==> src/sv/rlte_pkg.sv <==
// Shared types and constants for the rating list tuple expander.
// Holds key buffer sizing, register indexes and the controller/datapath interface.
// No dependencies.
package rlte_pkg;

  localparam int unsigned KEY_BYTES = 16;
  localparam int unsigned KLEN_W    = $clog2(KEY_BYTES + 1);
  localparam int unsigned KIDX_W    = (KEY_BYTES > 1) ? $clog2(KEY_BYTES) : 1;
  localparam int unsigned CFG_IDX_W = 3;

  localparam logic [7:0] RST_SEGMENT_SEP = 8'd124;
  localparam logic [7:0] RST_KEY_SEP     = 8'd58;
  localparam logic [7:0] RST_ITEM_SEP    = 8'd59;
  localparam logic [7:0] RST_FIELD_MARK  = 8'd31;
  localparam logic [7:0] RST_RECORD_MARK = 8'd30;

  typedef enum logic [CFG_IDX_W-1:0] {
    REG_SEGMENT_SEP = 3'd0,
    REG_KEY_SEP     = 3'd1,
    REG_ITEM_SEP    = 3'd2,
    REG_FIELD_MARK  = 3'd3,
    REG_RECORD_MARK = 3'd4
  } cfg_reg_e;

  typedef enum logic [1:0] {
    SEL_KEY,
    SEL_FIELD,
    SEL_RECORD,
    SEL_BYTE
  } out_sel_e;

  typedef struct packed {
    logic     accept;
    logic     rep_clr;
    logic     rep_inc;
    logic     load;
    out_sel_e sel;
    logic     run_last;
  } dp_cmd_t;

  typedef struct packed {
    logic in_seg;
    logic items;
    logic pend;
    logic len_zero;
    logic byte_item;
    logic byte_last;
    logic rep_done;
    logic out_free;
  } dp_stat_t;

endpackage

==> src/sv/rlte_dpath.sv <==
// Datapath of the tuple expander: configuration registers, key buffer,
// segment state, replay counter and the output word register. Uses rlte_pkg.
module rlte_dpath import rlte_pkg::*; (
  input  logic                 clk_i,
  input  logic                 rst_ni,
  input  logic                 cfg_we_i,
  input  logic [CFG_IDX_W-1:0] cfg_index_i,
  input  logic [7:0]           cfg_data_i,
  input  logic [7:0]           in_byte_i,
  input  logic                 token_last_i,
  input  logic                 out_ready_i,
  input  dp_cmd_t              cmd_i,
  output dp_stat_t             stat_o,
  output logic                 out_valid_o,
  output logic [7:0]           out_byte_o,
  output logic                 run_last_o,
  output logic                 token_end_o,
  output logic                 key_overflow_o
);

  logic [7:0] seg_sep_q, key_sep_q, item_sep_q, field_mark_q, record_mark_q;

  logic [7:0]        key_store [KEY_BYTES];
  logic [KLEN_W-1:0] len_q, len_d;
  logic              items_q, items_d;
  logic              pend_q, pend_d;
  logic              ovf_q, ovf_d;
  logic              ovf_word_d;
  logic              store_en;

  logic [7:0]        byte_q;
  logic              last_q;
  logic              item_q;
  logic              ovf_word_q;
  logic [KLEN_W-1:0] rep_len_q;
  logic [KIDX_W-1:0] rep_idx_q;

  logic              out_valid_q;
  logic [7:0]        out_byte_q;
  logic              run_last_q, token_end_q, ovf_out_q;

  logic is_seg, is_key, is_item;
  logic [7:0] out_byte_d;

  assign is_seg  = (in_byte_i == seg_sep_q);
  assign is_key  = (in_byte_i == key_sep_q);
  assign is_item = (in_byte_i == item_sep_q);

  always_ff @(posedge clk_i or negedge rst_ni) begin
    if (!rst_ni) begin
      seg_sep_q     <= RST_SEGMENT_SEP;
      key_sep_q     <= RST_KEY_SEP;
      item_sep_q    <= RST_ITEM_SEP;
      field_mark_q  <= RST_FIELD_MARK;
      record_mark_q <= RST_RECORD_MARK;
    end else if (cfg_we_i) begin
      unique case (cfg_reg_e'(cfg_index_i))
        REG_SEGMENT_SEP: seg_sep_q     <= cfg_data_i;
        REG_KEY_SEP:     key_sep_q     <= cfg_data_i;
        REG_ITEM_SEP:    item_sep_q    <= cfg_data_i;
        REG_FIELD_MARK:  field_mark_q  <= cfg_data_i;
        REG_RECORD_MARK: record_mark_q <= cfg_data_i;
        default: ;
      endcase
    end
  end

  // Segment state is updated in full when the word is taken; the replay
  // length and overflow flag for the outputs are captured alongside.
  always_comb begin
    len_d      = len_q;
    items_d    = items_q;
    pend_d     = pend_q;
    ovf_d      = ovf_q;
    store_en   = 1'b0;
    ovf_word_d = ovf_q;
    if (!is_seg) begin
      if (!items_q) begin
        if (is_key) begin
          items_d = 1'b1;
          pend_d  = 1'b1;
        end else if (len_q < KLEN_W'(KEY_BYTES)) begin
          store_en = 1'b1;
          len_d    = len_q + KLEN_W'(1);
        end else begin
          ovf_d = 1'b1;
        end
      end else begin
        pend_d = is_item;
      end
      ovf_word_d = ovf_d;
    end
    if (is_seg || token_last_i) begin
      items_d = 1'b0;
      len_d   = '0;
      pend_d  = 1'b1;
      ovf_d   = 1'b0;
    end
  end

  always_ff @(posedge clk_i or negedge rst_ni) begin
    if (!rst_ni) begin
      len_q   <= '0;
      items_q <= 1'b0;
      pend_q  <= 1'b1;
      ovf_q   <= 1'b0;
    end else if (cmd_i.accept) begin
      len_q   <= len_d;
      items_q <= items_d;
      pend_q  <= pend_d;
      ovf_q   <= ovf_d;
    end
  end

  always_ff @(posedge clk_i) begin
    if (cmd_i.accept && store_en) begin
      key_store[len_q[KIDX_W-1:0]] <= in_byte_i;
    end
  end

  always_ff @(posedge clk_i) begin
    if (cmd_i.accept) begin
      byte_q     <= in_byte_i;
      last_q     <= token_last_i;
      item_q     <= is_item;
      ovf_word_q <= ovf_word_d;
      rep_len_q  <= len_q;
    end
  end

  always_ff @(posedge clk_i or negedge rst_ni) begin
    if (!rst_ni) begin
      rep_idx_q <= '0;
    end else if (cmd_i.rep_clr) begin
      rep_idx_q <= '0;
    end else if (cmd_i.rep_inc) begin
      rep_idx_q <= rep_idx_q + KIDX_W'(1);
    end
  end

  always_comb begin
    unique case (cmd_i.sel)
      SEL_KEY:    out_byte_d = key_store[rep_idx_q];
      SEL_FIELD:  out_byte_d = field_mark_q;
      SEL_RECORD: out_byte_d = record_mark_q;
      SEL_BYTE:   out_byte_d = byte_q;
      default:    out_byte_d = byte_q;
    endcase
  end

  always_ff @(posedge clk_i or negedge rst_ni) begin
    if (!rst_ni) begin
      out_valid_q <= 1'b0;
    end else if (cmd_i.load) begin
      out_valid_q <= 1'b1;
    end else if (out_ready_i) begin
      out_valid_q <= 1'b0;
    end
  end

  always_ff @(posedge clk_i) begin
    if (cmd_i.load) begin
      out_byte_q  <= out_byte_d;
      run_last_q  <= cmd_i.run_last;
      token_end_q <= cmd_i.run_last & last_q;
      ovf_out_q   <= ovf_word_q;
    end
  end

  assign stat_o.in_seg    = is_seg;
  assign stat_o.items     = items_q;
  assign stat_o.pend      = pend_q;
  assign stat_o.len_zero  = (len_q == '0);
  assign stat_o.byte_item = item_q;
  assign stat_o.byte_last = last_q;
  assign stat_o.rep_done  = ((KLEN_W'(rep_idx_q) + KLEN_W'(1)) == rep_len_q);
  assign stat_o.out_free  = !out_valid_q || out_ready_i;

  assign out_valid_o    = out_valid_q;
  assign out_byte_o     = out_byte_q;
  assign run_last_o     = run_last_q;
  assign token_end_o    = token_end_q;
  assign key_overflow_o = ovf_out_q;

endmodule

==> src/sv/rlte_ctrl.sv <==
// Sequencing controller of the tuple expander: takes input words and steps
// through the output words each one causes. Uses rlte_pkg.
module rlte_ctrl import rlte_pkg::*; (
  input  logic     clk_i,
  input  logic     rst_ni,
  input  logic     in_valid_i,
  input  logic     token_last_i,
  output logic     in_ready_o,
  input  dp_stat_t stat_i,
  output dp_cmd_t  cmd_o
);

  typedef enum logic [2:0] {
    ST_IDLE,
    ST_SEG,
    ST_KEY,
    ST_FIELD,
    ST_BODY,
    ST_TAIL
  } state_e;

  state_e state_q, state_d;

  always_comb begin
    state_d    = state_q;
    cmd_o      = '0;
    cmd_o.sel  = SEL_RECORD;
    in_ready_o = (state_q == ST_IDLE);
    unique case (state_q)
      ST_IDLE: begin
        if (in_valid_i) begin
          cmd_o.accept = 1'b1;
          if (stat_i.in_seg) begin
            state_d = ST_SEG;
          end else if (stat_i.items && stat_i.pend) begin
            // A new tuple opens: replay the key, then the field mark.
            cmd_o.rep_clr = 1'b1;
            state_d = stat_i.len_zero ? ST_FIELD : ST_KEY;
          end else if (stat_i.items) begin
            state_d = ST_BODY;
          end else if (token_last_i) begin
            state_d = ST_TAIL;
          end
        end
      end
      ST_SEG: begin
        cmd_o.run_last = 1'b1;
        if (stat_i.out_free) begin
          cmd_o.load = 1'b1;
          state_d = ST_IDLE;
        end
      end
      ST_KEY: begin
        cmd_o.sel = SEL_KEY;
        if (stat_i.out_free) begin
          cmd_o.load = 1'b1;
          if (stat_i.rep_done) begin
            state_d = ST_FIELD;
          end else begin
            cmd_o.rep_inc = 1'b1;
          end
        end
      end
      ST_FIELD: begin
        cmd_o.sel = SEL_FIELD;
        if (stat_i.out_free) begin
          cmd_o.load = 1'b1;
          state_d = ST_BODY;
        end
      end
      ST_BODY: begin
        cmd_o.sel      = stat_i.byte_item ? SEL_RECORD : SEL_BYTE;
        cmd_o.run_last = !stat_i.byte_last;
        if (stat_i.out_free) begin
          cmd_o.load = 1'b1;
          state_d = stat_i.byte_last ? ST_TAIL : ST_IDLE;
        end
      end
      ST_TAIL: begin
        cmd_o.run_last = 1'b1;
        if (stat_i.out_free) begin
          cmd_o.load = 1'b1;
          state_d = ST_IDLE;
        end
      end
      default: state_d = ST_IDLE;
    endcase
  end

  always_ff @(posedge clk_i or negedge rst_ni) begin
    if (!rst_ni) begin
      state_q <= ST_IDLE;
    end else begin
      state_q <= state_d;
    end
  end

endmodule

==> src/sv/rating_list_tuple_expander.sv <==
// Rating list tuple expander: turns key:item;item|key:item token words into
// key, field mark, item, record mark tuples.
//
// Input channel (in_valid_i/in_ready_o) takes one token byte per word with
// token_last_i on the final byte. Output channel (out_valid_o/out_ready_i)
// gives one byte per word; run_last_o marks the last word caused by an input
// word, token_end_o the last word of the token, key_overflow_o a key that was
// cut to KEY_BYTES bytes. The user must write the configuration registers
// through cfg_we_i/cfg_index_i/cfg_data_i while the block is idle; not enforced.
//
// One input word is handled at a time: it is registered when taken, and no new
// input word is taken until the last output word it causes has been loaded.
// A key byte gives no output unless it is the token's last byte, which adds a
// record mark; a segment separator gives one record mark. An item byte gives
// one word, plus a record mark on the token's last byte, plus key length + 1
// words at the start of each tuple while the stored key is replayed one byte
// per cycle if not stalled. Output words leave through a single output
// register, so a stalled receiver holds the sequencer until the word is taken.
// Reset restores the default separators and marks and starts in key phase.
module rating_list_tuple_expander import rlte_pkg::*; (
  input  logic                 clk_i,
  input  logic                 rst_ni,
  input  logic                 cfg_we_i,
  input  logic [CFG_IDX_W-1:0] cfg_index_i,
  input  logic [7:0]           cfg_data_i,
  input  logic                 in_valid_i,
  output logic                 in_ready_o,
  input  logic [7:0]           in_byte_i,
  input  logic                 token_last_i,
  output logic                 out_valid_o,
  input  logic                 out_ready_i,
  output logic [7:0]           out_byte_o,
  output logic                 run_last_o,
  output logic                 token_end_o,
  output logic                 key_overflow_o
);

  dp_cmd_t  cmd;
  dp_stat_t stat;

  rlte_ctrl u_ctrl (
    .clk_i        (clk_i),
    .rst_ni       (rst_ni),
    .in_valid_i   (in_valid_i),
    .token_last_i (token_last_i),
    .in_ready_o   (in_ready_o),
    .stat_i       (stat),
    .cmd_o        (cmd)
  );

  rlte_dpath u_dpath (
    .clk_i          (clk_i),
    .rst_ni         (rst_ni),
    .cfg_we_i       (cfg_we_i),
    .cfg_index_i    (cfg_index_i),
    .cfg_data_i     (cfg_data_i),
    .in_byte_i      (in_byte_i),
    .token_last_i   (token_last_i),
    .out_ready_i    (out_ready_i),
    .cmd_i          (cmd),
    .stat_o         (stat),
    .out_valid_o    (out_valid_o),
    .out_byte_o     (out_byte_o),
    .run_last_o     (run_last_o),
    .token_end_o    (token_end_o),
    .key_overflow_o (key_overflow_o)
  );

  // The output register is never overwritten while it holds an untaken word.
  assert property (@(posedge clk_i) disable iff (!rst_ni)
    cmd.load |-> (!out_valid_o || out_ready_i))
    else $error("output word overwritten before it was taken");

  // The last byte of a token always produces at least one output word.
  assert property (@(posedge clk_i) disable iff (!rst_ni)
    (in_valid_i && in_ready_o && token_last_i) |=> !in_ready_o)
    else $error("last token byte produced no output");

  // The token end flag only appears on the closing word of an input word.
  assert property (@(posedge clk_i) disable iff (!rst_ni)
    (out_valid_o && token_end_o) |-> run_last_o)
    else $error("token end without run end");

endmodule

==> config.mk <==
export PLATFORM = sky130hd
export DESIGN_NAME = rating_list_tuple_expander
export DESIGN_NICKNAME = d
export VERILOG_FILES = /design/src/sv/rlte_pkg.sv /design/src/sv/rlte_dpath.sv /design/src/sv/rlte_ctrl.sv /design/src/sv/rating_list_tuple_expander.sv
export SDC_FILE = /design/constraint.sdc
export NUM_CORES = 1
export LEC_CHECK = 0
export BUFFER_PORTS_ARGS = -buffer_cell sky130_fd_sc_hd__buf_2
export CORE_ASPECT_RATIO = 1.2
export CORE_UTILIZATION = 32
export DETAILED_ROUTE_END_ITERATION = 10
export PLACE_DENSITY = 0.5
export SLEW_MARGIN = 25
export SYNTH_ARGS = -nofsm -noshare
export SYNTH_HDL_FRONTEND = slang
export SYNTH_HIERARCHICAL = 1
export SYNTH_SLANG_ARGS = --single-unit
==> constraint.sdc <==
create_clock -name clk_i -period 3.36 [get_ports clk_i]
set_input_delay 0.168 -clock clk_i [delete_from_list [all_inputs] [get_ports clk_i]]
set_output_delay 0.168 -clock clk_i [all_outputs]
set_load 0.01 [all_outputs]
# Word-level counts from Yosys, hierarchy flattened
# Memories as Yosys holds them, arrays and structs flattened.
# Cells that the tools add are included.
dict set report op_classes {
  n_addsub 3
  order_cmp 1
  eq_ne 26
  muxes 54
  n_bitwise 1
  n_reduce_logical 25
}
# cell n
set ops {}
lappend ops {{$mux 3} 11}
lappend ops {{$pmux 8 s4} 1}
lappend ops {{$mux 1} 28}
lappend ops {{$mux 5} 5}
lappend ops {{$eq 8x8->1} 3}
lappend ops {{$ne 2x2->1 const B} 8}
lappend ops {{$pmux 3 s5} 1}
lappend ops {{$eq 3x2->1 const B} 4}
lappend ops {{$reduce_and 2->1} 6}
lappend ops {{$eq 3x3->1 const B} 3}
lappend ops {{$mux 4} 2}
lappend ops {{$reduce_and 7->1} 1}
lappend ops {{$eq 3x1->1 const B} 2}
lappend ops {{$logic_not 3->1} 2}
lappend ops {{$mux 2} 3}
lappend ops {{$pmux 2 s3} 1}
lappend ops {{$reduce_bool 2->1} 3}
lappend ops {{$add 4x1->5 const B} 1}
lappend ops {{$add 5x1->5 const B} 1}
lappend ops {{$eq 5x5->1} 1}
lappend ops {{$logic_not 5->1} 1}
lappend ops {{$lt 5x5->1 const B} 1}
lappend ops {{$ne 5x1->1 const B} 1}
lappend ops {{$reduce_and 5->1} 1}
lappend ops {{14 further kinds} 19}
dict set report totals {
  register_bits 83
  ram_bits 128
  in_bits 25
  output_inout_bits 13
  wordCells 132
  mem_count 1
}
# memory depth word_bits rd rd_ports_with_merged_regs write_ports line_no
set memory_table {}
lappend memory_table {u_dpath.key_store 16 8 1 0 1 rlte_dpath.sv:23} ;# logic [7:0] key_store [KEY_BYTES];

# Logic depth before layout (Yosys ltp)
dict set report depth {
  word_depth 8
  depth_mapped 11
}

# Hierarchy
# Netlist, hierarchy kept.
# mod instances cells_each area_per_inst_um2 seq_area_each_um2
set by_module_without_submodules {}
lappend by_module_without_submodules {rlte_dpath 1 502 8644.5 6010.8}
lappend by_module_without_submodules {rlte_ctrl 1 42 319.1 75.1}

# Least setup slack after synthesis
# No wires, ideal clock.
dict set report synth_timing {
  path_type {register to register}
  from {register u_ctrl.state_q[2]}
  to {memory u_dpath.key_store[11][0], enable pin}
  setup_time_ps 332
  arrival_time_ps 2645
  t_required_ps 3028
  setup_slack_ps 383
  stages_incl_launch_ff 8
  n_path_buf 1
  path_cell_list {dfrtp_1 -> or4b_4 -> inv_1 -> nor3b_1 -> o21ai_1 -> nor2_1 -> clkbuf_1 -> and3_1}
}
# element line_no
set synth_rtl {}
lappend synth_rtl {{from (decl)} rlte_ctrl.sv:22} ;# state_e state_q, state_d;
lappend synth_rtl {{from (signal assigned)} rlte_ctrl.sv:94} ;# state_q <= state_d;
lappend synth_rtl {{to (decl)} rlte_dpath.sv:23}

==> metrics.txt <==
crit start category register; Synth-to-Final Area Change 15.6%; CP arrival 3.03 ns; HPWL after DPL around 15,000 um; post-place setup slack just under 0.5 ns; post-synthesis async set-or-reset flop share 26.5%; ys flop type edfxtp_1; DR iter-0 viols 367; Die Height 185 um; most frequent cells after synthesis edfxtp_1, mux2_2, dfrtp_1, xnor2_1, mux4_2; post-synthesis cell area between 8000 and 9000 um^2; RSZ-0062 raised after global routing no; leakage power 3.59 nW; DIE AREA 28,700 um^2; routability cong. 0.804; Post-CTS Resized 0; Max-cap violations 0; via count 4,964; slew margin rel. between 40% and 50%; CTS Buf Count 21; Max Freq 0.346 GHz; count of final setup violators 0; Antenna Cells 0; top-count cell post-synth edfxtp_1; ranking of synthesized cells by area edfxtp_1, dfrtp_1, dfstp_2; FP Rows 66; clock root buffer clkbuf_16; PortBufs 37; number of synthesized flops with an enable pin about 160; crit path cell chain or4b_4, inv_1, nor3b_1, o21ai_1, nor2_1, buf_4, and3_1; Final WS setup between 0.4 and 0.5 ns; dominant cell type by area after synthesis edfxtp_1; Power Density 670 nW/um^2; initial antenna violation count 0; Final Max Tran Viols 0; DRT Wirelength approximately 22,000 um; skew final 0.00695 ns; final setup TNS 0 ns; WL/cell 22.4 um; Total GRT Usage 15.9%; Crit path max-delay family simple AND/OR/NAND/NOR gates; Yosys top cell area share around half; syn nets around 570; Core ar. between 20,000 and 30,000 um^2; minimum clock period 2.89 ns; first-pass GRT wire length between 30,000 and 40,000 um; Hold Vio Cnt, Final 0; GRT Residual Overflow 0; total power 6.94 mW; First-pass DRT Iterations 5; Initial Util between 30% and 40%; Max H-tree Level 1; Slowest-stage cell, CP or4b_4; DRC viols 0; share of post-route cells with drive strength above 1 31.1%; Routed Antenna Nets 0; WP data required 3.50 ns; CTS tree built; status finished clean; layout net count approximately 640; Hold Path Class input port to register; Clk pin slew, worst setup/hold paths around 0.060 ns; DIE WIDTH about 150 um; Syn Inst Count 544; Cell variety after synth 56; Max stage delay on crit path 0.57 ns; yosys warns 6; sequential share of the synthesized area 67.9%; final clock period utilization by the worst path 86.0%; CP Capture Type register; Buffers & Inverters on Critical Path 2; clock sink count 211; DR vias/cell 4.99; Setup Crit Path Kind register to register; Post-Syn Area per Cell 16.5 um^2; #FFs+latches synth 211; Max VDD drop between 0.0003 and 0.0004 V; later-pin clock latency in the skew report approximately 0.48 ns; crit path max fanout 16; worst slew pin tran 0.761 ns; clock buffer depth 3; number of global-route vias before repair about 5,100; Top-Level Pins 38; largest net degree at the start of global routing 43
layout by cell type, fill, tap and decap left out, drive strengths merged, types with 3 or more instances in the layout:
cell and count:
a21oi 15, nand4 7, nor2b 9, nor3 7, inv 9, clkinv 8
clkbuf 26, nor3b 4, nand2b 4, nand2 13, and3 16, ha 5
mux4 25, o21ai 14, o21a 3, mux2 49, buf 58, nand3 3
dfstp 24, mux2i 24, o22ai 7, dlygate4sd3 9, xor2 5, edfxtp 155
nor2 23, o31ai 6, dfrtp 32, xnor2 27, a221o 5
registers in the layout, indices dropped and copies added, names as in the netlist, 3 cells and up:
name	count
u_dpath/key_store	128
u_dpath/byte_q	8
u_dpath/field_mark_q	8
u_dpath/item_sep_q	8
u_dpath/key_sep_q	8
u_dpath/out_byte_o	8
u_dpath/record_mark_q	8
u_dpath/seg_sep_q	8
u_dpath/len_q	5
u_dpath/rep_len_q	5
u_dpath/rep_idx_q	4
u_ctrl/state_q	3
repair_timing:
action | CTS | global route
setup buffers | 0 | 0
hold buffers | 9 | 0
hold endpoints to repair | 47 | 0
area by class of cell:
class                   instances  area (um^2)
fillers                      2565        17000
flip-flops and latches        211         6090
repair buffers                 67          435
multi-input cells             297         2700
inverters                       9         33.8
clock buffers                  26          544
clock inverters                10         93.8
well taps                     374          468
tightest hold or removal path, stage by stage:
cell and delay, ns:
buf_2 0.07, nand2b_1 0.16, nand2b_1 0.07
power by group:
part           total, mW  internal [mW]  switching [mW]
sequential          3.46           3.24           0.225
clock               2.22           1.30           0.925
combinational       1.26          0.542           0.715
total               6.94           5.08            1.87
layer usage:
layer / global-route usage, % / wire, um / up-vias
met5: 0 / 0 / -
met1: 19.5 / 8900 / 2564
met3: 1.87 / 853 / 38
met4: 5.03 / 567 / 0
met2: 29.2 / 11900 / 131
li1: - / - / 2231
cells by family (layout without fill, tap and decap cells):
group                      count (synthesis)  count (layout)  synth area share [%]
AOI/OAI and AO/OA                         64              64                  5.00
xor gates and xnor gates                  32              32                  3.13
adders and majority gates                  5               5                 0.698
buffers and inverters                     36             112                  2.02
DFF                                      211             211                  67.9
muxes                                     98              98                  15.1
and+or+nand+nor                           98              98                  6.14
per-stage QoR:
step                      util, %  hold slack, ns  std cells  area [um^2]
after floorplan                 -          -0.128        544         8960
after global placement       35.2           0.360        949         9630
after detailed placement     35.2           0.377        949         9630
after CTS                    37.9          0.0166        994        10400
after global routing         37.9          0.0261        994        10400
final                        37.9          0.0243        994        10400
path summary, 6_finish.rpt:
| check | start | end | slack (ns) | cells after the start |
|---|---|---|---|---|
| worst min register to register | u_dpath/ovf_word_q | u_dpath/key_overflow_o | 0.44 | 0 |
| worst min-delay path | out_ready_i | u_dpath/out_valid_o | 0.02 | 3 |
| max in group asynchronous | rst_ni | u_dpath/pend_q | 2.44 | 3 |
| worst max register to register | u_ctrl/state_q[1] | u_dpath/key_store[7][3] | 0.47 | 7 |
| worst max-delay path | u_ctrl/state_q[1] | u_dpath/key_store[7][3] | 0.47 | 7 |
| min in group asynchronous | rst_ni | u_dpath/item_sep_q[2] | 0.20 | 2 |
Power figures use the tool's default switching activity.
